--- config.mk ---
export PLATFORM = sky130hd
export DESIGN_NAME = utf16_to_utf8_transcoder_unit
export DESIGN_NICKNAME = d
export VERILOG_FILES = /design/src/utt_pkg.sv /design/src/utt_front.sv /design/src/utt_fifo.sv /design/src/utt_back.sv /design/src/utf16_to_utf8_transcoder_unit.sv
export SDC_FILE = /design/constraint.sdc
export NUM_CORES = 1
export LEC_CHECK = 0
export BUFFER_PORTS_ARGS = -buffer_cell sky130_fd_sc_hd__buf_4
export CORE_MARGIN = 3
export CORE_UTILIZATION = 28
export CTS_BUF_LIST = sky130_fd_sc_hd__clkbuf_8
export CTS_CLUSTER_SIZE = 28
export DETAILED_ROUTE_END_ITERATION = 10
export PLACE_DENSITY = 0.45
export SLEW_MARGIN = 20
export SYNTH_ARGS = -nofsm -noshare
export SYNTH_HDL_FRONTEND = slang
export SYNTH_SLANG_ARGS = --single-unit
--- constraint.sdc ---
create_clock -name clk -period 3.6 [get_ports clk]
set_input_delay 0.36 -clock clk [delete_from_list [all_inputs] [get_ports clk]]
set_output_delay 0.36 -clock clk [all_outputs]
set_load 0.02 [all_outputs]
--- src/utt_pkg.sv ---
// Shared types, constants and UTF-8 encoding helpers for the UTF-16 to UTF-8 transcoder.
// No dependencies; every other file of the block imports this package.
package utt_pkg;

	localparam logic [15:0] HIGH_SURR_FIRST = 16'hD800;
	localparam logic [15:0] HIGH_SURR_LAST  = 16'hDBFF;
	localparam logic [15:0] LOW_SURR_FIRST  = 16'hDC00;
	localparam logic [15:0] LOW_SURR_LAST   = 16'hDFFF;

	localparam int CP_W = 21;
	localparam logic [CP_W-1:0] SUPPL_BASE     = 21'h10000;
	localparam logic [CP_W-1:0] REPLACEMENT_CP = 21'h00FFFD;
	localparam logic [CP_W-1:0] LIMIT_ONE_BYTE = 21'h000080;
	localparam logic [CP_W-1:0] LIMIT_TWO_BYTE = 21'h000800;

	// Queue between the front and the back end.
	localparam int QDEPTH  = 2;
	localparam int QPTR_W  = (QDEPTH > 1) ? $clog2(QDEPTH) : 1;
	localparam int QCNT_W  = $clog2(QDEPTH + 1);

	// Index of the last byte of the replacement character, which is three bytes long.
	localparam logic [1:0] REPL_LAST_IDX = 2'd2;

	// One classified unit: an optional U+FFFD for a dropped high surrogate,
	// then an optional main code point.
	typedef struct packed {
		logic            pre_fffd;
		logic            main_valid;
		logic [CP_W-1:0] cp;
		logic            last;
	} job_t;

	// Index of the last byte of the UTF-8 form of a code point (length minus one).
	function automatic logic [1:0] enc_last_idx(input logic [CP_W-1:0] cp);
		logic [1:0] r;
		if (cp < LIMIT_ONE_BYTE) begin
			r = 2'd0;
		end else if (cp < LIMIT_TWO_BYTE) begin
			r = 2'd1;
		end else if (cp < SUPPL_BASE) begin
			r = 2'd2;
		end else begin
			r = 2'd3;
		end
		return r;
	endfunction

	// Byte number idx of the UTF-8 form of cp, whose last byte index is last_idx.
	function automatic logic [7:0] utf8_byte(input logic [CP_W-1:0] cp,
			input logic [1:0] last_idx, input logic [1:0] idx);
		logic [7:0] b;
		b = 8'h00;
		case (last_idx)
			2'd0: b = {1'b0, cp[6:0]};
			2'd1: begin
				case (idx)
					2'd0:    b = {3'b110, cp[10:6]};
					default: b = {2'b10, cp[5:0]};
				endcase
			end
			2'd2: begin
				case (idx)
					2'd0:    b = {4'b1110, cp[15:12]};
					2'd1:    b = {2'b10, cp[11:6]};
					default: b = {2'b10, cp[5:0]};
				endcase
			end
			default: begin
				case (idx)
					2'd0:    b = {5'b11110, cp[20:18]};
					2'd1:    b = {2'b10, cp[17:12]};
					2'd2:    b = {2'b10, cp[11:6]};
					default: b = {2'b10, cp[5:0]};
				endcase
			end
		endcase
		return b;
	endfunction

endpackage

--- src/utt_front.sv ---
// Front end: accepts UTF-16 code units, pairs surrogates and writes at most one job per unit.
// Depends on utt_pkg.
module utt_front (
	input  logic              clk,
	input  logic              arst_n,
	input  logic              unit_valid,
	output logic              unit_stall,
	input  logic [15:0]       code_unit,
	input  logic              final_unit,
	input  logic              q_full,
	output logic              q_push,
	output utt_pkg::job_t     q_job
);
	import utt_pkg::*;

	logic       held_valid_q;
	logic [9:0] held_bits_q;
	logic       held_valid_d;
	logic [9:0] held_bits_d;
	logic       is_high;
	logic       is_low;
	logic       accept;
	job_t       job;

	assign is_high = (code_unit >= HIGH_SURR_FIRST) && (code_unit <= HIGH_SURR_LAST);
	assign is_low  = (code_unit >= LOW_SURR_FIRST) && (code_unit <= LOW_SURR_LAST);
	assign accept  = unit_valid && !q_full;

	always_comb begin
		job.pre_fffd   = 1'b0;
		job.main_valid = 1'b1;
		job.cp         = {5'b0, code_unit};
		job.last       = final_unit;
		held_valid_d   = 1'b0;
		held_bits_d    = 10'd0;
		if (held_valid_q && is_low) begin
			// The pair {high, low} is ten plus ten bits above the supplementary base.
			job.cp = CP_W'({held_bits_q, code_unit[9:0]}) + SUPPL_BASE;
		end else begin
			job.pre_fffd = held_valid_q;
			if (is_high) begin
				if (final_unit) begin
					job.cp = REPLACEMENT_CP;
				end else begin
					job.main_valid = 1'b0;
					held_valid_d   = 1'b1;
					held_bits_d    = code_unit[9:0];
				end
			end else if (is_low) begin
				job.cp = REPLACEMENT_CP;
			end
		end
	end

	always_ff @(posedge clk or negedge arst_n) begin
		if (!arst_n) begin
			held_valid_q <= 1'b0;
			held_bits_q  <= 10'd0;
		end else if (accept) begin
			held_valid_q <= held_valid_d;
			held_bits_q  <= held_bits_d;
		end
	end

	assign unit_stall = q_full;
	assign q_push     = accept && (job.pre_fffd || job.main_valid);
	assign q_job      = job;

endmodule

--- src/utt_fifo.sv ---
// Short job queue that decouples the front end from the byte serializer.
// Depends on utt_pkg.
module utt_fifo (
	input  logic          clk,
	input  logic          arst_n,
	input  logic          push,
	input  utt_pkg::job_t push_job,
	output logic          full,
	input  logic          pop,
	output logic          not_empty,
	output utt_pkg::job_t head_job
);
	import utt_pkg::*;

	job_t              mem_q [QDEPTH];
	logic [QPTR_W-1:0] wr_ptr_q;
	logic [QPTR_W-1:0] rd_ptr_q;
	logic [QCNT_W-1:0] count_q;
	logic              do_push;
	logic              do_pop;

	assign full      = (count_q == QCNT_W'(QDEPTH));
	assign not_empty = (count_q != '0);
	assign head_job  = mem_q[rd_ptr_q];
	assign do_push   = push && !full;
	assign do_pop    = pop && not_empty;

	always_ff @(posedge clk) begin
		if (do_push) begin
			mem_q[wr_ptr_q] <= push_job;
		end
	end

	always_ff @(posedge clk or negedge arst_n) begin
		if (!arst_n) begin
			wr_ptr_q <= '0;
			rd_ptr_q <= '0;
			count_q  <= '0;
		end else begin
			if (do_push) begin
				wr_ptr_q <= (wr_ptr_q == QPTR_W'(QDEPTH - 1)) ? '0 : wr_ptr_q + 1'b1;
			end
			if (do_pop) begin
				rd_ptr_q <= (rd_ptr_q == QPTR_W'(QDEPTH - 1)) ? '0 : rd_ptr_q + 1'b1;
			end
			if (do_push && !do_pop) begin
				count_q <= count_q + 1'b1;
			end else if (do_pop && !do_push) begin
				count_q <= count_q - 1'b1;
			end
		end
	end

	assert property (@(posedge clk) disable iff (!arst_n) push |-> !full)
		else $error("job pushed into a full queue");
	assert property (@(posedge clk) disable iff (!arst_n) pop |-> not_empty)
		else $error("job popped from an empty queue");
	assert property (@(posedge clk) disable iff (!arst_n) count_q <= QCNT_W'(QDEPTH))
		else $error("queue count beyond its depth");

endmodule

--- src/utt_back.sv ---
// Back end: takes jobs from the queue and sends their UTF-8 bytes one beat per cycle while byte_stall is low.
// Depends on utt_pkg.
module utt_back (
	input  logic          clk,
	input  logic          arst_n,
	input  logic          q_valid,
	input  utt_pkg::job_t q_job,
	output logic          q_pop,
	output logic          byte_valid,
	input  logic          byte_stall,
	output logic [7:0]    out_byte,
	output logic          run_end,
	output logic          string_end
);
	import utt_pkg::*;

	job_t            job_q;
	logic            busy_q;
	logic            phase_pre_q;
	logic [1:0]      idx_q;
	logic            out_valid_q;
	logic [7:0]      out_byte_q;
	logic            run_end_q;
	logic            string_end_q;
	logic [CP_W-1:0] cur_cp;
	logic [1:0]      cur_last;
	logic            advance;
	logic            step_done;
	logic            job_done;
	logic            load;

	assign cur_cp    = phase_pre_q ? REPLACEMENT_CP : job_q.cp;
	assign cur_last  = phase_pre_q ? REPL_LAST_IDX : enc_last_idx(job_q.cp);
	// The output register is free when it is empty or its beat leaves this cycle.
	assign advance   = busy_q && (!out_valid_q || !byte_stall);
	assign step_done = (idx_q == cur_last);
	assign job_done  = step_done && (!phase_pre_q || !job_q.main_valid);
	assign load      = q_valid && (!busy_q || (advance && job_done));
	assign q_pop     = load;

	always_ff @(posedge clk) begin
		if (load) begin
			job_q <= q_job;
		end
		if (advance) begin
			out_byte_q   <= utf8_byte(cur_cp, cur_last, idx_q);
			run_end_q    <= job_done;
			string_end_q <= job_done && job_q.last;
		end
	end

	always_ff @(posedge clk or negedge arst_n) begin
		if (!arst_n) begin
			busy_q      <= 1'b0;
			phase_pre_q <= 1'b0;
			idx_q       <= 2'd0;
			out_valid_q <= 1'b0;
		end else begin
			if (load) begin
				busy_q      <= 1'b1;
				phase_pre_q <= q_job.pre_fffd;
				idx_q       <= 2'd0;
			end else if (advance && job_done) begin
				busy_q <= 1'b0;
			end else if (advance) begin
				if (step_done) begin
					phase_pre_q <= 1'b0;
					idx_q       <= 2'd0;
				end else begin
					idx_q <= idx_q + 2'd1;
				end
			end
			if (advance) begin
				out_valid_q <= 1'b1;
			end else if (!byte_stall) begin
				out_valid_q <= 1'b0;
			end
		end
	end

	assign byte_valid = out_valid_q;
	assign out_byte   = out_byte_q;
	assign run_end    = run_end_q;
	assign string_end = string_end_q;

	assert property (@(posedge clk) disable iff (!arst_n) (advance && !job_done) |=> busy_q)
		else $error("serializer went idle in the middle of a job");
	assert property (@(posedge clk) disable iff (!arst_n) busy_q |-> idx_q <= cur_last)
		else $error("byte index ran past the end of its code point");
	assert property (@(posedge clk) disable iff (!arst_n)
			(busy_q && !phase_pre_q) |-> job_q.main_valid)
		else $error("main phase entered for a job without a code point");
	assert property (@(posedge clk) disable iff (!arst_n) string_end_q && out_valid_q |-> run_end_q)
		else $error("string end marked on a byte that does not end its run");

endmodule

--- src/utf16_to_utf8_transcoder_unit.sv ---
// UTF-16 to UTF-8 transcoder, top level.
// Input channel: unit_valid / unit_stall with code_unit and final_unit, one
// UTF-16 code unit per beat; final_unit marks the last unit of a string.
// Output channel: byte_valid / byte_stall with out_byte, run_end and
// string_end, one UTF-8 byte per beat. run_end marks the last byte caused by
// an input unit, string_end the last byte of the whole string.
// A high surrogate produces no bytes until the next unit arrives; unpaired
// surrogates come out as U+FFFD (EF BF BD).
// The first byte of a unit passes through the job queue, the job register
// of the serializer and its output register. Throughput is set by the byte
// serializer: one byte per cycle while byte_stall is low; a unit gives up to
// four bytes (up to six when a dropped high surrogate adds a replacement character).
// A two-entry job queue lets the input take new units while the serializer
// is busy; unit_stall rises only when that queue is full.
// When byte_stall is high the current byte holds on the outputs and the
// serializer waits; the queue then fills and stalls the input.
// Reset (arst_n low) empties the queue, drops any held high surrogate and
// clears byte_valid; no bytes are lost from accepted units after reset.
// Depends on utt_pkg, utt_front, utt_fifo and utt_back.
module utf16_to_utf8_transcoder_unit (
	input  logic        clk,
	input  logic        arst_n,
	input  logic        unit_valid,
	output logic        unit_stall,
	input  logic [15:0] code_unit,
	input  logic        final_unit,
	output logic        byte_valid,
	input  logic        byte_stall,
	output logic [7:0]  out_byte,
	output logic        run_end,
	output logic        string_end
);
	import utt_pkg::*;

	logic q_full;
	logic q_push;
	logic q_pop;
	logic q_not_empty;
	job_t push_job;
	job_t head_job;

	utt_front u_front (
		.clk        (clk),
		.arst_n     (arst_n),
		.unit_valid (unit_valid),
		.unit_stall (unit_stall),
		.code_unit  (code_unit),
		.final_unit (final_unit),
		.q_full     (q_full),
		.q_push     (q_push),
		.q_job      (push_job)
	);

	utt_fifo u_fifo (
		.clk       (clk),
		.arst_n    (arst_n),
		.push      (q_push),
		.push_job  (push_job),
		.full      (q_full),
		.pop       (q_pop),
		.not_empty (q_not_empty),
		.head_job  (head_job)
	);

	utt_back u_back (
		.clk        (clk),
		.arst_n     (arst_n),
		.q_valid    (q_not_empty),
		.q_job      (head_job),
		.q_pop      (q_pop),
		.byte_valid (byte_valid),
		.byte_stall (byte_stall),
		.out_byte   (out_byte),
		.run_end    (run_end),
		.string_end (string_end)
	);

endmodule

== After elaboration in Yosys (flattened, before gate mapping) ==
Memory sizes are Yosys's and may differ from the RTL's.
Index checks and enable logic that the tools add are counted.

* Add/subtract/negate cells: 6
* $mul: 0
* Div/mod/pow operators: 0
* $lt $le $gt $ge: 7
* Equality and inequality tests: 8
* Shift-type cells: 0
* Muxes and demuxes: 40
* Bitwise operators: 0
* Reduce and logical (&&, ||, !) cells: 35

{| class="wikitable"
|+ Operators with widths
! cell !! count
|-
| $mux 21 || 3
|-
| $ge 16x16->1 const B || 2
|-
| $le 16x16->1 const B || 2
|-
| $mux 16 || 2
|-
| $mux 10 || 3
|-
| $pmux 8 s3 || 1
|-
| $add 20x17->21 const B || 1
|-
| $lt 21x12->1 const B || 1
|-
| $lt 21x17->1 const B || 1
|-
| $lt 21x8->1 const B || 1
|-
| $pmux 7 s3 || 1
|-
| $mux 2 || 10
|-
| $mux 1 || 18
|-
| $logic_and 1x1->1 || 14
|-
| $pmux 7 s2 || 1
|-
| $reduce_bool 2->1 || 5
|-
| $logic_not 1->1 || 8
|-
| $mux 7 || 1
|-
| $eq 2x2->1 const B || 3
|-
| $add 2x1->2 const B || 2
|-
| $eq 2x1->1 const B || 2
|-
| $logic_not 2->1 || 2
|-
| $logic_or 1x1->1 || 4
|-
| $reduce_and 3->1 || 1
|-
| 6 further kinds || 7
|}

* Register bits: 53
* Latch bits: 0
* RAM bits: 48
* Memory bits (read-only): 0
* Input port bits: 21
* Output and inout port bits: 12
* Word-level logic and storage cells: 112
* Memories kept: 1

{| class="wikitable"
|+ Memories
! memory !! depth !! bits a word !! rd ports !! clocked after memory_dff !! wr ports !! RTL line !! RTL
|-
| u_fifo.mem_q || 2 || 24 || 1 || 0 || 1 || utt_fifo.sv:15 || <nowiki>job_t mem_q [QDEPTH];</nowiki>
|}

== Depth between registers and ports, before layout ==
Gate-level depths: netlist (run 1).

* Depth after elaboration: 14
* Depth in mapped cells: 11
* Gate-level depth less buffers: 11

== Modules after synthesis ==
Synthesis (run 1) repeated with hierarchy kept, for this count alone.

* Cells, all modules: 356
* Area total of the unflattened synthesis: 4750.8 um2

{| class="wikitable"
|+ By module, submodules not included
! module !! instances !! cells an instance !! area each (um2) !! seq. area each (um2)
|-
| utt_fifo || 1 || 94 || 2034.5 || 1541.5
|-
| utt_back || 1 || 170 || 1983.2 || 1116.1
|-
| utt_front || 1 || 92 || 733.2 || 275.3
|}

== Worst setup path before layout (run 1) ==
Ideal clock, no wire load.

* Kind: reg-to-reg
* Start point: register u_back.job_q[20] (netlist bit)
* End point: register u_fifo.count_q[1]
* Setup time: 79 ps
* Arrival: 3109 ps
* Required time: 3521 ps
* Path slack: 412 ps
* Cell stages (with the launch flop): 11
* Path buffers: 0
* Period minus slack after synthesis: 3188 ps
* Path through: edfxtp_1 -> or4_4 -> or4_4 -> o311ai_2 -> o211ai_2 -> o22ai_4 -> inv_1 -> ha_1 -> xor2_1 -> nor2_1 -> xor2_1

* Longest elaborated chain between the ends: 14
* Elaborated cells on any way between the ends: 18
* Those cells by class: order compare (3); eq/ne (1); mux (5); reduce/logical (9)

{| class="wikitable"
|+ RTL lines
! item !! RTL line !! RTL
|-
| start: declaration || utt_back.sv:17 || <nowiki>job_t job_q;</nowiki>
|-
| start signal: assignment || utt_back.sv:43 || <nowiki>job_q <= q_job;</nowiki>
|-
| $lt 21x17->1 || utt_pkg.sv:40 || <nowiki>end else if (cp < SUPPL_BASE) begin</nowiki>
|-
| $mux 1 || utt_pkg.sv:40 ||
|-
| $mux 2 || utt_pkg.sv:38 || <nowiki>end else if (cp < LIMIT_TWO_BYTE) begin</nowiki>
|-
| $mux 2 (*) || utt_pkg.sv:36 || <nowiki>if (cp < LIMIT_ONE_BYTE) begin</nowiki>
|-
| $mux 2 (*) || utt_back.sv:33 || <nowiki>assign cur_last = phase_pre_q ? REPL_LAST_IDX : enc_last_idx(job_q.cp);</nowiki>
|-
| $eq 2x2->1 (*) || utt_back.sv:36 || <nowiki>assign step_done = (idx_q == cur_last);</nowiki>
|-
| $logic_and 1x1->1 (*) || utt_back.sv:37 || <nowiki>assign job_done = step_done && (!phase_pre_q || !job_q.main_valid);</nowiki>
|-
| $logic_and 1x1->1 (*) || utt_back.sv:38 || <nowiki>assign load = q_valid && (!busy_q || (advance && job_done));</nowiki>
|-
| $logic_or 1x1->1 (*) || utt_back.sv:38 ||
|-
| $logic_and 1x1->1 (*) || utt_back.sv:38 ||
|-
| via q_pop || utf16_to_utf8_transcoder_unit.sv:37 || <nowiki>logic q_pop;</nowiki>
|-
| $logic_and 1x1->1 (*) || utt_fifo.sv:26 || <nowiki>assign do_pop = pop && not_empty;</nowiki>
|-
| $logic_not 1->1 || utt_fifo.sv:46 || <nowiki>if (do_push && !do_pop) begin</nowiki>
|-
| $logic_and 1x1->1 || utt_fifo.sv:46 ||
|-
| $mux 2 or $reduce_bool 2->1 (tied branches) || -- ||
|-
| end signal: assignment || utt_fifo.sv:47 || <nowiki>count_q <= count_q + 1'b1;</nowiki>
|-
| end signal: assignment || utt_fifo.sv:49 || <nowiki>count_q <= count_q - 1'b1;</nowiki>
|-
| end: declaration || utt_fifo.sv:18 || <nowiki>logic [QCNT_W-1:0] count_q;</nowiki>
|}

Mark *: on every way through the listed nets, which the timed path passes. The rest lies on a longest branch.
A chain may end at the register's enable or synchronous reset.

== Worst setup path after layout (run 1) ==
* Start point: register u_back.job_q[16] (netlist bit)
* End point: register u_fifo.count_q[1]

The elaborated chain is that of the path after synthesis.

==> results of run 1 <==
[repair_timing]
| action | CTS | global route |
|---|---|---|
| endpoints found under the setup margin | 0 | 0 |
| hold buffers | 1 | 0 |
| endpoints found under the hold margin | 20 | 0 |
[per-layer routing]
| metal | vias to the layer above | routed length [um] | GRT usage |
|---|---|---|---|
| met1 | 1301 | 4660 | 0.158 |
| met3 | 16 | 481 | 0.0340 |
| met5 | - | 0 | 0 |
| met4 | 0 | 163 | 0.0366 |
| li1 | 1363 | - | - |
| met2 | 92 | 4130 | 0.164 |
[area by class of cell]
type / count / area [um^2]
Clock buffer: 9 / 124
Clock inverter: 7 / 63.8
Fill cell: 1581 / 10300
Inverter: 17 / 63.8
Multi-Input combinational cell: 217 / 1490
Sequential cell: 101 / 2930
Tap cell: 211 / 264
Timing Repair Buffer: 38 / 288
[worst max path at each step]
stage / end / slack (ns) / start / cells after the start
CTS: u_fifo.count_q[1] / 0.65 / u_back.job_q[20] / 10
detailed placement: u_fifo.count_q[1] / 0.69 / u_back.job_q[20] / 10
floorplan: u_fifo.count_q[1] / 0.41 / u_back.job_q[20] / 10
global route: u_fifo.count_q[1] / 0.50 / u_back.job_q[20] / 10
finish: u_fifo.count_q[1] / 0.67 / u_back.job_q[16] / 10
global placement: u_fifo.count_q[1] / 0.79 / u_back.job_q[20] / 9
[power breakdown]
part	internal, W	switching (W)	leakage (nW)
clock network	0.000319	0.000388	0.100
logic	0.000559	0.000726	0.755
registers	0.00169	0.000273	1.01
total	0.00256	0.00139	1.86
[through the flow]
| step | std cells | utilization | power [W] |
|---|---|---|---|
| after floorplan | 349 | - | 0.00284 |
| after global routing | 600 | 0.337 | 0.00422 |
| after CTS | 600 | 0.336 | 0.00400 |
| after global placement | 583 | 0.324 | 0.00327 |
| final | 600 | 0.337 | 0.00395 |
| after detailed placement | 583 | 0.324 | 0.00327 |
[kinds of logic after synthesis]
| family | Yosys count |
|---|---|
| AOI/OAI and AO/OA | 75 |
| muxes | 31 |
| xor gates and xnor gates | 8 |
| DFF | 101 |
| adders and majority gates | 7 |
| buffers and inverters | 31 |
| and+or+nand+nor | 96 |
[state kept, by name, indices dropped and copies added (netlist names), 2 cells and up]
name and cells:
u_fifo.count_q 2, u_front.held_bits_q 10, u_back.out_byte 8, u_back.job_q 23, u_fifo.mem_q 48, u_back.idx_q 2
[Yosys cell counts, types with 5 or more instances]
cell,n
sky130_fd_sc_hd__edfxtp_1,81
sky130_fd_sc_hd__a22oi_1,9
sky130_fd_sc_hd__nand3_1,9
sky130_fd_sc_hd__o21a_1,5
sky130_fd_sc_hd__nand2_1,35
sky130_fd_sc_hd__dfrtp_1,20
sky130_fd_sc_hd__mux2_2,24
sky130_fd_sc_hd__mux2i_1,7
sky130_fd_sc_hd__inv_1,17
sky130_fd_sc_hd__o21ai_0,26
sky130_fd_sc_hd__a21oi_1,13
sky130_fd_sc_hd__clkbuf_1,11
sky130_fd_sc_hd__and2_1,5
sky130_fd_sc_hd__nor2_1,16
sky130_fd_sc_hd__nand2b_1,12
sky130_fd_sc_hd__ha_1,7
==> impl.org, run 1 <==
** Die
- In this run the core area contains 45 standard-cell rows.
- Ports :: 33
- Starting utilization of the core area :: 0.292
- Chip Height :: 133 um
- Area of the core region :: 0.0155 mm^2
- The die is 133 um wide.
- The die covers 0.0178 mm^2.

** Place
- IO Port Bufs :: 32
- Once placement finished, the instance area stood at 0.00503 mm^2.
- Worst slack, placed :: 0.686 ns
- Placer's final routability congestion estimate :: 0.875
- Final HPWL from detailed placement :: 6.63 mm

** Drt
- Using the TritonRoute via totals, the vias-per-cell ratio works out to 4.62.
- Before antenna repair, the detailed router went through 7 iterations.
- Detailed router's first-iteration violation count :: 284
- For this run, design rule violations remaining after detail routing come to 0.
- In the final routed layout, each cell accounts on average for 15.7 um.
- Routed via count :: 2772
- Detail Route Antenna Nets :: 0
- Aggregate routed wire length :: 9.43 mm

** Global routing
- Entering global routing, the biggest net connects 28 pins.
- Overflow left after global routing :: 0
- First-pass GRT wire length :: 15.6 mm
- Overall fraction of global-route tracks in use :: 0.112
- Initial antenna violation count :: 0
- Vias in the first global route :: 2835

** Timing
- Max-slew headroom :: 0.527
- Number of slew-limit violations in the final report :: 0
- Hold is met by 0.198 ns.
- Total Negative Setup Slacks :: 0 ns
- For the pin with the worst max-slew slack, the measured transition is 0.709 ns.
- On the final layout, the worst clock skew is 0.00905 ns.
- Setup-violating endpoint count in the final report :: 0
- Number of hold violations in the final report :: 0
- Final setup slack of the worst path :: 0.665 ns
- Subtracting the final worst setup slack from the clock period gives 2.93 ns.
- In the finished design, the share of the clock period the worst path needs comes to 0.815.
- RSZ-0062 raised after global routing :: false
- For this run, the top clock speed supported by timing is 341 MHz.

** Final layout
- Commonest cells after routing, fill and taps aside :: sky130_fd_sc_hd__edfxtp_1 (81), sky130_fd_sc_hd__buf_4 (37), sky130_fd_sc_hd__nand2_1 (35)
- Layout cell share with drive strength beyond 1 :: 0.216
- NumNets Final :: 412
- The library cell used most frequently in the layout, excluding fill and tap cells, is sky130_fd_sc_hd__edfxtp_1.
- Design Area, Final :: 0.00523 mm^2
- 0 antenna diodes ended up in the layout.
- Relative to the synthesized area, the layout overhead comes to 15.2%.

** Setup path
- Together, buffers and inverters on the worst path number 1.
- The slowest stage of the critical path belongs to the cell sky130_fd_sc_hd__or4_4.
- Reg-to-reg critical path startpoint :: u_back.job_q[16]
- Data arrives at the worst endpoint at 3.22 ns.
- The signal on the critical path passes through or4_4 -> or4_4 -> o311ai_2 -> o211ai_2 -> o22ai_4 -> inv_1 -> ha_1 -> xor2_1 -> nor2_1 -> xor2_1.
- The endpoint identified for the worst register-to-register timing path is u_fifo.count_q[1].
- Delay of the slowest cell on the worst path :: 0.60 ns
- Worst reg2reg setup slack :: 0.67 ns
- For the worst setup path, the data required time is 3.89 ns.
- Type of element capturing the critical path :: register
- The worst setup path is launched from a register.
- Worst Path Class, Setup :: reg2reg
- The cell family contributing the most delay on the critical path is simple AND/OR/NAND/NOR gates.
- Of all nets on the critical path, the largest fanout is 5.
- Measured in cells, the most critical reg-to-reg path has a length of 10.

** Synthesis
- The portion of synthesized area spent on multiplexers is 0.0750.
- Ys Warns :: 0
- Mean instance size in the synthesized netlist :: 13.0 um^2
- After synthesis, the share of flip-flops with an asynchronous set or reset is 0.198.
- When the netlist entered floorplanning its net count stood at 377.
- Area fraction in and, or, nand and nor cells after synthesis :: 0.107
- Dominant register cell in the synthesized netlist :: sky130_fd_sc_hd__edfxtp_1
- Largest family of logic cells by synthesized area :: compound AO/OA/AOI/OAI gates
- The cell area that synthesis handed to floorplanning was 0.00454 mm^2.
- The synthesized design spends more area on one cell type than any other, namely sky130_fd_sc_hd__edfxtp_1.
- Leading post-synthesis cells by cell area :: sky130_fd_sc_hd__edfxtp_1 (54%), sky130_fd_sc_hd__dfrtp_1 (11%), sky130_fd_sc_hd__mux2_2 (6.0%), sky130_fd_sc_hd__nand2_1 (2.9%), sky130_fd_sc_hd__o21ai_0 (2.9%)
- Synth Instances :: 349
- Of the synthesized area, sequential elements account for 0.646.
- Number of enable-type register cells in the synthesized netlist :: 81
- Compound-cell area share of the yosys netlist :: 0.111
- The number of different library cells used by synthesis comes to 47.
- Of the total synthesized cell area, the portion taken by full adders, half adders and majority gates is 0.0193.
- Flip-flop and latch count after synthesis :: 101
- Post-synthesis share of cell area spent on xor and xnor gates :: 0.0154
- The share of synthesized area in the top cell type comes to 0.536.

** Worst hold path
- The startpoint identified for the worst hold timing path is final_unit.
- Worst-case hold path end point :: u_fifo.mem_q[1][0]
- Along the worst hold path, the cell count comes to 1.
- The worst hold path belongs to the class in2reg.

** Clock tree
- H-tree Lvls :: 3
- Clock tree root driver cell :: sky130_fd_sc_hd__clkbuf_8
- Clock insertion delay at the later pin of the skew report :: 0.37 ns
- In this run, post-CTS repair resized a total of 0 instances.
- TritonCTS created 9 clock buffers.
- The clock passes through at most 2 buffers.
- Clk sink count :: 101
- Clock-pin slew on the worst setup and hold paths :: 0.10 ns
- # Post-CTS Setup Buffers :: 0
- TritonCTS built the clock tree.

** Flow run
- Maxcap violations :: 0

** Power and ir drop
- Summed over all cells, the static leakage comes to 1.86 nW.
- Pwr Density :: 755 mW/mm^2
- Across the VDD grid, the largest voltage drop is 0.000248 V.

** Status
- Result of the run :: finished, final reports clean
Note: power is estimated with default switching activity, not from simulation.
==> inputs of run 2 (changes only) <==
- ABC_AREA: default -> 1
- PLACE_DENSITY: 0.45 -> 0.47
- clock period: 3.6 -> 2.65 ns (I/O delays scaled with it)
==> run 2 against run 1 <==
Against the previous run:
- flip-flop and latch count stayed put
- largest power group unchanged
- first-iteration DRC count is 12% lower
- setup slack worse by 0.42 ns
- largest cell class unchanged
- combinational power is 62% higher
- design area is 3.1% higher
- utilization hardly changed
- clock power is 49% higher
- register-to-register slack worse by 0.42 ns
==> impl.org, run 2 <==
** Timing
- Measured against its own limit, the worst slew margin works out to 0.719.
- Slew at the pin closest to its max-slew limit :: 0.420 ns
- Highest clock frequency the design can meet :: 416 MHz
- Final setup slack of the worst path :: 0.248 ns
- Setup violations remaining at the end of the flow were counted as 0.
- Minimum clock period :: 2.40 ns
- Setup repair after global routing left no endpoint under its margin.
- Number of slew-limit violations in the final report :: 0
- Total Negative Setup Slacks :: 0 ns
- The final hold violation count was 0.
- Portion of the clock cycle consumed by the worst path in the final layout :: 0.907
- On the final layout, the worst hold slack is 0.101 ns.
- Worst setup skew after layout :: 0.00881 ns

** Power and ir drop
- Power Internal :: 0.00349 W
- Power spread over the standard cell area amounts to 1050 mW/mm^2.
- For this design the total switching power over the nets is 0.00217 W.
- Of the total power, combinational logic draws 0.366.
- Leakage :: 2.21 nW
- Clk network pwr share :: 0.186
- Across the VDD grid, the largest voltage drop is 0.000354 V.
- Sw frac :: 0.383
- Seq pwr share :: 0.448

** Setup path
- CP max FO :: 9
- Tracing the worst setup path back leads to its startpoint at u_back.job_q[12].
- At the worst endpoint, the arrival time is 2.66 ns.
- Cell-by-cell trace of the critical path :: inv_1 -> nand2_1 -> nor2_1 -> nand3_1 -> nand2_2 -> nand3_1 -> nand2_1 -> nand4_2 -> nand2_2 -> nand2_4 -> ha_1 -> a21oi_1 -> o21ai_0 -> xor2_1
- At the worst endpoint, the required time is 2.91 ns.
- Cell type of the slowest stage on the worst timing path :: sky130_fd_sc_hd__edfxtp_1
- Type of element capturing the critical path :: register
- Delay-heaviest family, CP :: simple AND/OR/NAND/NOR gates
- The worst setup path is launched from a register.
- Count of buffering cells on the critical path with inverters included :: 1
- Reg-to-reg critical path startpoint :: u_back.job_q[12]
- The critical path is of the reg2reg type.
- The largest single stage delay on the critical path is 0.43 ns.

** Synthesis
- Among all cell types in the netlist, the one instantiated most often is sky130_fd_sc_hd__nand2_1.
- After synthesis, the share of cell area in mux cells is 0.
- Adder and majority cell fraction of the synthesized area :: 0.0190
- Counting flops with a built-in enable in the synthesized netlist gives 81.
- Sorting the synthesized cells by area gives the leading types as sky130_fd_sc_hd__edfxtp_1 (53%), sky130_fd_sc_hd__dfrtp_1 (11%), sky130_fd_sc_hd__nand2_1 (9.5%), sky130_fd_sc_hd__inv_1 (4.2%), sky130_fd_sc_hd__nor2_1 (2.8%).
- Sequential-to-total area share from yosys stat :: 0.637
- Synth Instances :: 442
- Leading post-synthesis cells by instance count :: sky130_fd_sc_hd__nand2_1 (117), sky130_fd_sc_hd__edfxtp_1 (81), sky130_fd_sc_hd__inv_1 (51)
- Synthesis instantiated 42 different standard cells from the library.
- Of the post-synthesis cell area, the dominant cell type holds 0.528.
- Post-synthesis instance area :: 0.00461 mm^2
- Largest family of logic cells by synthesized area :: simple AND/OR/NAND/NOR gates
- Library cell occupying the most area in the post-synthesis netlist :: sky130_fd_sc_hd__edfxtp_1
- When the netlist entered floorplanning its net count stood at 470.
- Of the total synthesized cell area, the portion taken by XOR and XNOR cells is 0.00760.
- The synthesized design contains 101 register bits.
- Mean instance size in the synthesized netlist :: 10.4 um^2
- Compound-cell area share of the yosys netlist :: 0.0831
- Dominant register cell in the synthesized netlist :: sky130_fd_sc_hd__edfxtp_1
- Ys Warns :: 0
- Of the total synthesized cell area, the portion taken by AND, OR, NAND and NOR gates is 0.195.
- After synthesis, the share of flip-flops with an asynchronous set or reset is 0.198.

** Global routing
- Initial antenna violation count :: 0
- The first global-routing pass estimated 16.6 mm of wire.
- Maximum number of pins on one net before global-route repair :: 25
- After global routing the overflow that remains totals 0.
- The via count of the first global-routing pass came to 3189.
- Overall fraction of global-route tracks in use :: 0.118

** Die
- The die is 134 um wide.
- During I/O placement, the number of pins put on the boundary was 33.
- Starting utilization of the core area :: 0.288
- In this run the vertical extent of the chip is 134 um.
- Number of rows created at floorplan :: 46
- DIE AREA :: 0.0180 mm^2
- The total area inside the core boundary comes to 0.0160 mm^2.

** Final layout
- Number of inserted diodes :: 0
- Commonest cells after routing, fill and taps aside :: sky130_fd_sc_hd__nand2_1 (117), sky130_fd_sc_hd__edfxtp_1 (81), sky130_fd_sc_hd__inv_1 (51)
- Biggest registers after layout :: u_fifo.mem_q: 48 flops, u_back.job_q: 23 flops, u_front.held_bits_q: 10 flops
- At the end of the flow the core is filled with cells to 0.337.
- The register with the most flip-flops in the layout has 48 of them.
- The filler cells instantiated in the layout total 1695.
- In the final layout, the share of cells above drive strength 1 is 0.171.
- Register with the most flip-flops :: u_fifo.mem_q
- After the last flow step, the layout net total stands at 514.
- From synthesis to final layout, the design area changed by 17.0%.
- Most common cell after layout, fill and taps aside :: sky130_fd_sc_hd__nand2_1

** Clock tree
- TritonCTS buffer count :: 9
- For the worst-skew pair, the clock arrives at the later sink with an insertion delay of 0.38 ns.
- After clock tree synthesis, the repair step resized 0 gates.
- CTS built an H-tree with a depth of 3.
- Clock tree from TritonCTS :: yes
- Max clock buf depth :: 2
- The clock drives 101 sinks.
- The cell sitting at the root of the clock tree is a sky130_fd_sc_hd__clkbuf_8.
- Clock-pin slew was measured on the worst setup and hold paths at 0.10 ns.

** Place
- At the placement stage, the worst setup path has a slack of 0.305 ns.
- IO Port Bufs :: 32
- Detailed placement ended at an HPWL of 7.52 mm.
- Placer's final routability congestion estimate :: 0.881

** Worst hold path
- In this run the most critical hold path is launched from byte_stall.
- The tightest min-delay check is of the in2reg type.

** Drt
- In the routed layout, each cell is associated on average with a via count of 4.43.
- For this run, the detailed router's first-pass iteration total came to 4.
- Aggregate routed wire length :: 10.1 mm
- Detailed-route DRC error count :: 0
- The detailed router finished its first iteration with 251 violations.
- Routed via count :: 3129
- In the final routed layout, each cell accounts on average for 14.3 um.
- Once detail routing completed, the nets flagged for antenna violations numbered 0.

** Status
- The run finished with clean final reports.

** Flow run
- Max-cap violations in this run came to 0.
run 2: cell types whose count changed in the layout (fill, tap and decap cells not counted), sizes merged, moves of 7 or more:
cell,previous run,this run
nor2,16,40
inv,20,55
nand3,9,21
mux2i,7,0
nand2b,12,0
a22oi,9,0
nand2,35,125
mux2,24,0
o22ai,4,14
run 2: layout make-up:
type | count | area, um^2 | share of cell area
multi-input cells | 273 | 1410 | 0.261
repair buffers | 44 | 345 | 0.0641
well taps | 216 | 270 | 0.0501
clock inverters | 6 | 81.3 | 0.0151
clock buffers | 10 | 138 | 0.0255
inverters | 57 | 215 | 0.0399
flip-flops and latches | 101 | 2930 | 0.544
run 2: per-layer routing:
metal | global-route usage | up-vias | share of wire
met5 | 0 | - | 0
met4 | 0.0458 | 0 | 0.025
met3 | 0.0341 | 22 | 0.044
met2 | 0.187 | 74 | 0.47
met1 | 0.153 | 1450 | 0.46
li1 | - | 1583 | -
run 2: what timing repair did:
| item | 4_1_cts | 5_1_grt |
|---|---|---|
| setup endpoints to repair | 0 | 0 |
| hold buffers | 1 | 0 |
| buffers inserted | 0 | 0 |
| endpoints found under the hold margin | 20 | 0 |
run 2: worst min-delay path: cells and delay by family:
| family | cells | cell delay, ns |
|---|---|---|
| AND/OR/NAND/NOR | 2 | 0.09 |
| buffers and inverters | 1 | 0.08 |
run 2: metrics by stage:
stage               std cells  instance area (um^2)  total power [W]
finish                    707                  5390          0.00566
global route              707                  5390          0.00607
CTS                       707                  5390          0.00573
detailed placement        690                  5160          0.00466
global placement          690                  5160          0.00467
floorplan                 442                  4610          0.00391
run 2: final timing paths:
kind | to | slack (ns) | cells after the start
setup / recovery | u_fifo.count_q[1] | 0.25 | 14
hold reg to reg | u_back.byte_valid | 0.50 | 2
min in group asynchronous | u_front.held_bits_q[3] | 0.30 | 2
hold / removal | u_back.byte_valid | 0.10 | 3
setup reg to reg | u_fifo.count_q[1] | 0.25 | 14
max in group asynchronous | u_back.byte_valid | 2.11 | 2
run 2: cell families after synthesis:
family	count (synthesis)
simple gates	200
flops	101
buf+inv	68
compound gates	62
fa+ha+maj	7
xor+xnor	4
run 2: power by group through the flow:
stage	clock [W]	combinational [W]	sequential, W
floorplan	0	0.00132	0.00259
global placement	0	0.00210	0.00257
detailed placement	0	0.00209	0.00258
CTS	0.00109	0.00210	0.00254
global route	0.00116	0.00233	0.00258
finish	0.00105	0.00207	0.00254
==> inputs of run 3 (changes only) <==
- PLACE_DENSITY: 0.47 -> 0.45
- clock period: 2.65 -> 2.8 ns (I/O delays scaled with it)
==> run 3 against run 2 <==
Against the previous run:
- design area fell by 0.42%
- clock power is 12% lower
- global-route usage increased by 0.11 points
- sequential share of layout area is 0.23 points higher
- critical endpoint unchanged
==> impl.org, run 3 (synthesized netlist as in run 2, its figures left out) <==
** Setup path
- In this design, the stage delay of the slowest critical-path cell is 0.47 ns.
- Count of buffering cells on the critical path with inverters included :: 1
- The worst register-to-register path begins at u_back.job_q[18].
- CP max FO :: 9
- The critical path goes through nor2_2 -> nand3_2 -> nor2_8 -> nand2_2 -> nand2_1 -> nand2_1 -> inv_2 -> nand4_2 -> nand2_2 -> nand2_4 -> ha_1 -> a21oi_1 -> o21ai_0 -> xor2_1.
- STA classifies the critical path startpoint as a register.
- The worst setup path is captured at a register.
- Critical Path Source :: u_back.job_q[18]
- The kind of cell with the highest combined delay along the critical path is simple AND/OR/NAND/NOR gates.
- Worst Path Class, Setup :: reg2reg
- Endpoint required time on the critical path :: 3.06 ns
- Worst endpoint data arrival time :: 2.57 ns
- Cell type of the slowest stage on the worst timing path :: sky130_fd_sc_hd__edfxtp_1

** Die
- The initial utilization of the core area, before any placement, comes to 0.288.
- From left edge to right edge, the die measures 134 um.
- From bottom edge to top edge, the die measures 134 um.
- Number of rows created at floorplan :: 46
- Ports :: 33
- The die covers 0.0180 mm^2.
- The total area inside the core boundary comes to 0.0160 mm^2.

** Drt
- In this run, the number of DRC markers left after iteration 0 of detailed routing was 275.
- Detailed-route DRC error count :: 0
- Detail Route Antenna Nets :: 0
- Aggregate routed wire length :: 10.1 mm
- Post-detailed-route wirelength per cell :: 14.3 um
- Detailed-routing iteration count for the pre-antenna-repair pass :: 5
- In the routed layout, each cell is associated on average with a via count of 4.43.
- For this block, the via count after detailed routing is 3138.

** Clock tree
- H-tree Lvls :: 3
- Max clock buf depth :: 2
- Clk sink count :: 101
- Once the clock tree was built, the resizer swapped 0 gates to a different size.
- Clock-pin slew on the worst setup and hold paths :: 0.11 ns
- Clock tree from TritonCTS :: yes
- CTS placed an instance of sky130_fd_sc_hd__clkbuf_8 at the clock tree root.
- The later pin in the worst-skew pair is clocked with a latency of 0.38 ns.
- The number of clock buffers added by TritonCTS is 9.

** Timing
- Hold_ws :: 0.112 ns
- After layout, the minimum clock period comes to 2.31 ns.
- Setup violations remaining at the end of the flow were counted as 0.
- Number of hold violations in the final report :: 0
- Max-slew headroom :: 0.724
- Number of slew-limit violations in the final report :: 0
- Slew at the pin closest to its max-slew limit :: 0.412 ns
- Total Negative Setup Slacks :: 0 ns
- The clock arrives with 0.0135 ns of skew.
- Highest clock frequency the design can meet :: 433 MHz
- After layout, the worst setup slack is 0.493 ns.
- RSZ-0062 raised after global routing :: false
- Of the available clock period, the critical path in the final layout requires 0.824.

** Global routing
- Vias in the first global route :: 3141
- Global routing finished with a remaining overflow of 0.
- The first global-routing pass estimated 16.7 mm of wire.
- For this run, the total global-route usage over all layers was measured as 0.119.
- Maximum number of pins on one net before global-route repair :: 26
- Initial antenna violation count :: 0

** Final layout
- Layout cell share with drive strength beyond 1 :: 0.173
- After the last flow step, the layout net total stands at 515.
- Most common cell after layout, fill and taps aside :: sky130_fd_sc_hd__nand2_1
- The register with the most flip-flops in the layout has 48 of them.
- Area growth from synthesis to final layout :: 16.5%
- The layout has 1700 filler cells.
- Biggest registers after layout :: u_fifo.mem_q: 48 flops, u_back.job_q: 23 flops, u_front.held_bits_q: 10 flops
- Commonest cells after routing, fill and taps aside :: sky130_fd_sc_hd__nand2_1 (117), sky130_fd_sc_hd__edfxtp_1 (81), sky130_fd_sc_hd__inv_1 (51)
- Number of inserted diodes :: 0
- Measured on the finished design, the core utilization comes to 0.335.
- The register with the most flip-flops in the final layout is u_fifo.mem_q.

** Power and ir drop
- The share of total power dissipated in sequential elements is 0.458.
- Pwr Density :: 979 mW/mm^2
- The analysis attributes to net switching a power of 0.00202 W.
- The analysis attributes to cell leakage a power of 2.20 nW.
- Clk network pwr share :: 0.175
- Sw frac :: 0.385
- Of the total power, combinational logic draws 0.367.
- Internal power comes to 0.00323 W.
- Maximum resistive drop on vdd :: 0.000291 V

** Worst hold path
- Hold path startpoint :: final_unit
- In this run the worst hold path is classified as in2reg.

** Place
- Once detailed placement completed, the half-perimeter wirelength came to 7.56 mm.
- Worst slack, placed :: 0.484 ns
- IO Port Bufs :: 32
- Routability-driven placement finished with a final weighted congestion of 0.850.

** Status
- Result of the run :: finished, final reports clean

** Flow run
- Maxcap violations :: 0
==> run 3: cell types whose count changed in the layout (fill, tap and decap cells not counted) <==
cell	delta
sky130_fd_sc_hd__clkbuf_8	+1
sky130_fd_sc_hd__inv_6	+3
sky130_fd_sc_hd__inv_8	-1
sky130_fd_sc_hd__buf_4	+2
sky130_fd_sc_hd__bufinv_16	-1
sky130_fd_sc_hd__buf_12	-1
sky130_fd_sc_hd__clkinvlp_4	-1
sky130_fd_sc_hd__clkinv_4	-1
==> run 3: final cells by class <==
type / count / area (um^2) / area share
Clock buffer: 11 / 151 / 0.0282
Clock inverter: 5 / 50.0 / 0.00932
Sequential cell: 101 / 2930 / 0.546
Multi-Input combinational cell: 273 / 1410 / 0.262
Inverter: 57 / 215 / 0.0401
Tap cell: 216 / 270 / 0.0503
Timing Repair Buffer: 45 / 340 / 0.0634
==> run 3: what timing repair did <==
item	in CTS	in global routing
hold buffers	1	0
hold endpoints to repair	20	0
buffers inserted	0	0
==> run 3: per-layer routing <==
layer | vias up | global-route usage | routed length, um
met5 | - | 0 | 0
met4 | 0 | 0.0560 | 312
met3 | 16 | 0.0319 | 523
met2 | 113 | 0.178 | 4560
met1 | 1427 | 0.160 | 4710
li1 | 1582 | - | -
==> run 3: path summary, 6_finish.rpt <==
path	end	slack [ns]	cells past startpoint
hold / removal	u_fifo.mem_q[0][0]	0.11	1
hold reg to reg	u_back.byte_valid	0.50	2
min in group asynchronous	u_fifo.wr_ptr_q	0.32	2
max in group asynchronous	u_back.idx_q[0]	2.25	2
setup reg to reg	u_fifo.count_q[1]	0.49	14
setup / recovery	u_fifo.count_q[1]	0.49	14
==> run 3: power groups by stage <==
stage | sequential [W] | combinational [W] | clock [W]
final | 0.00241 | 0.00193 | 0.000920
after global routing | 0.00245 | 0.00221 | 0.00103
after CTS | 0.00241 | 0.00196 | 0.000965
after detailed placement | 0.00245 | 0.00195 | 0
after global placement | 0.00245 | 0.00197 | 0
after floorplan | 0.00245 | 0.00125 | 0
==> run 3: stage by stage <==
step	cells	area (um^2)	power [W]
after floorplan	442	4610	0.00370
after global placement	691	5160	0.00441
after detailed placement	691	5160	0.00440
after CTS	708	5370	0.00533
after global routing	708	5370	0.00569
final	708	5370	0.00526
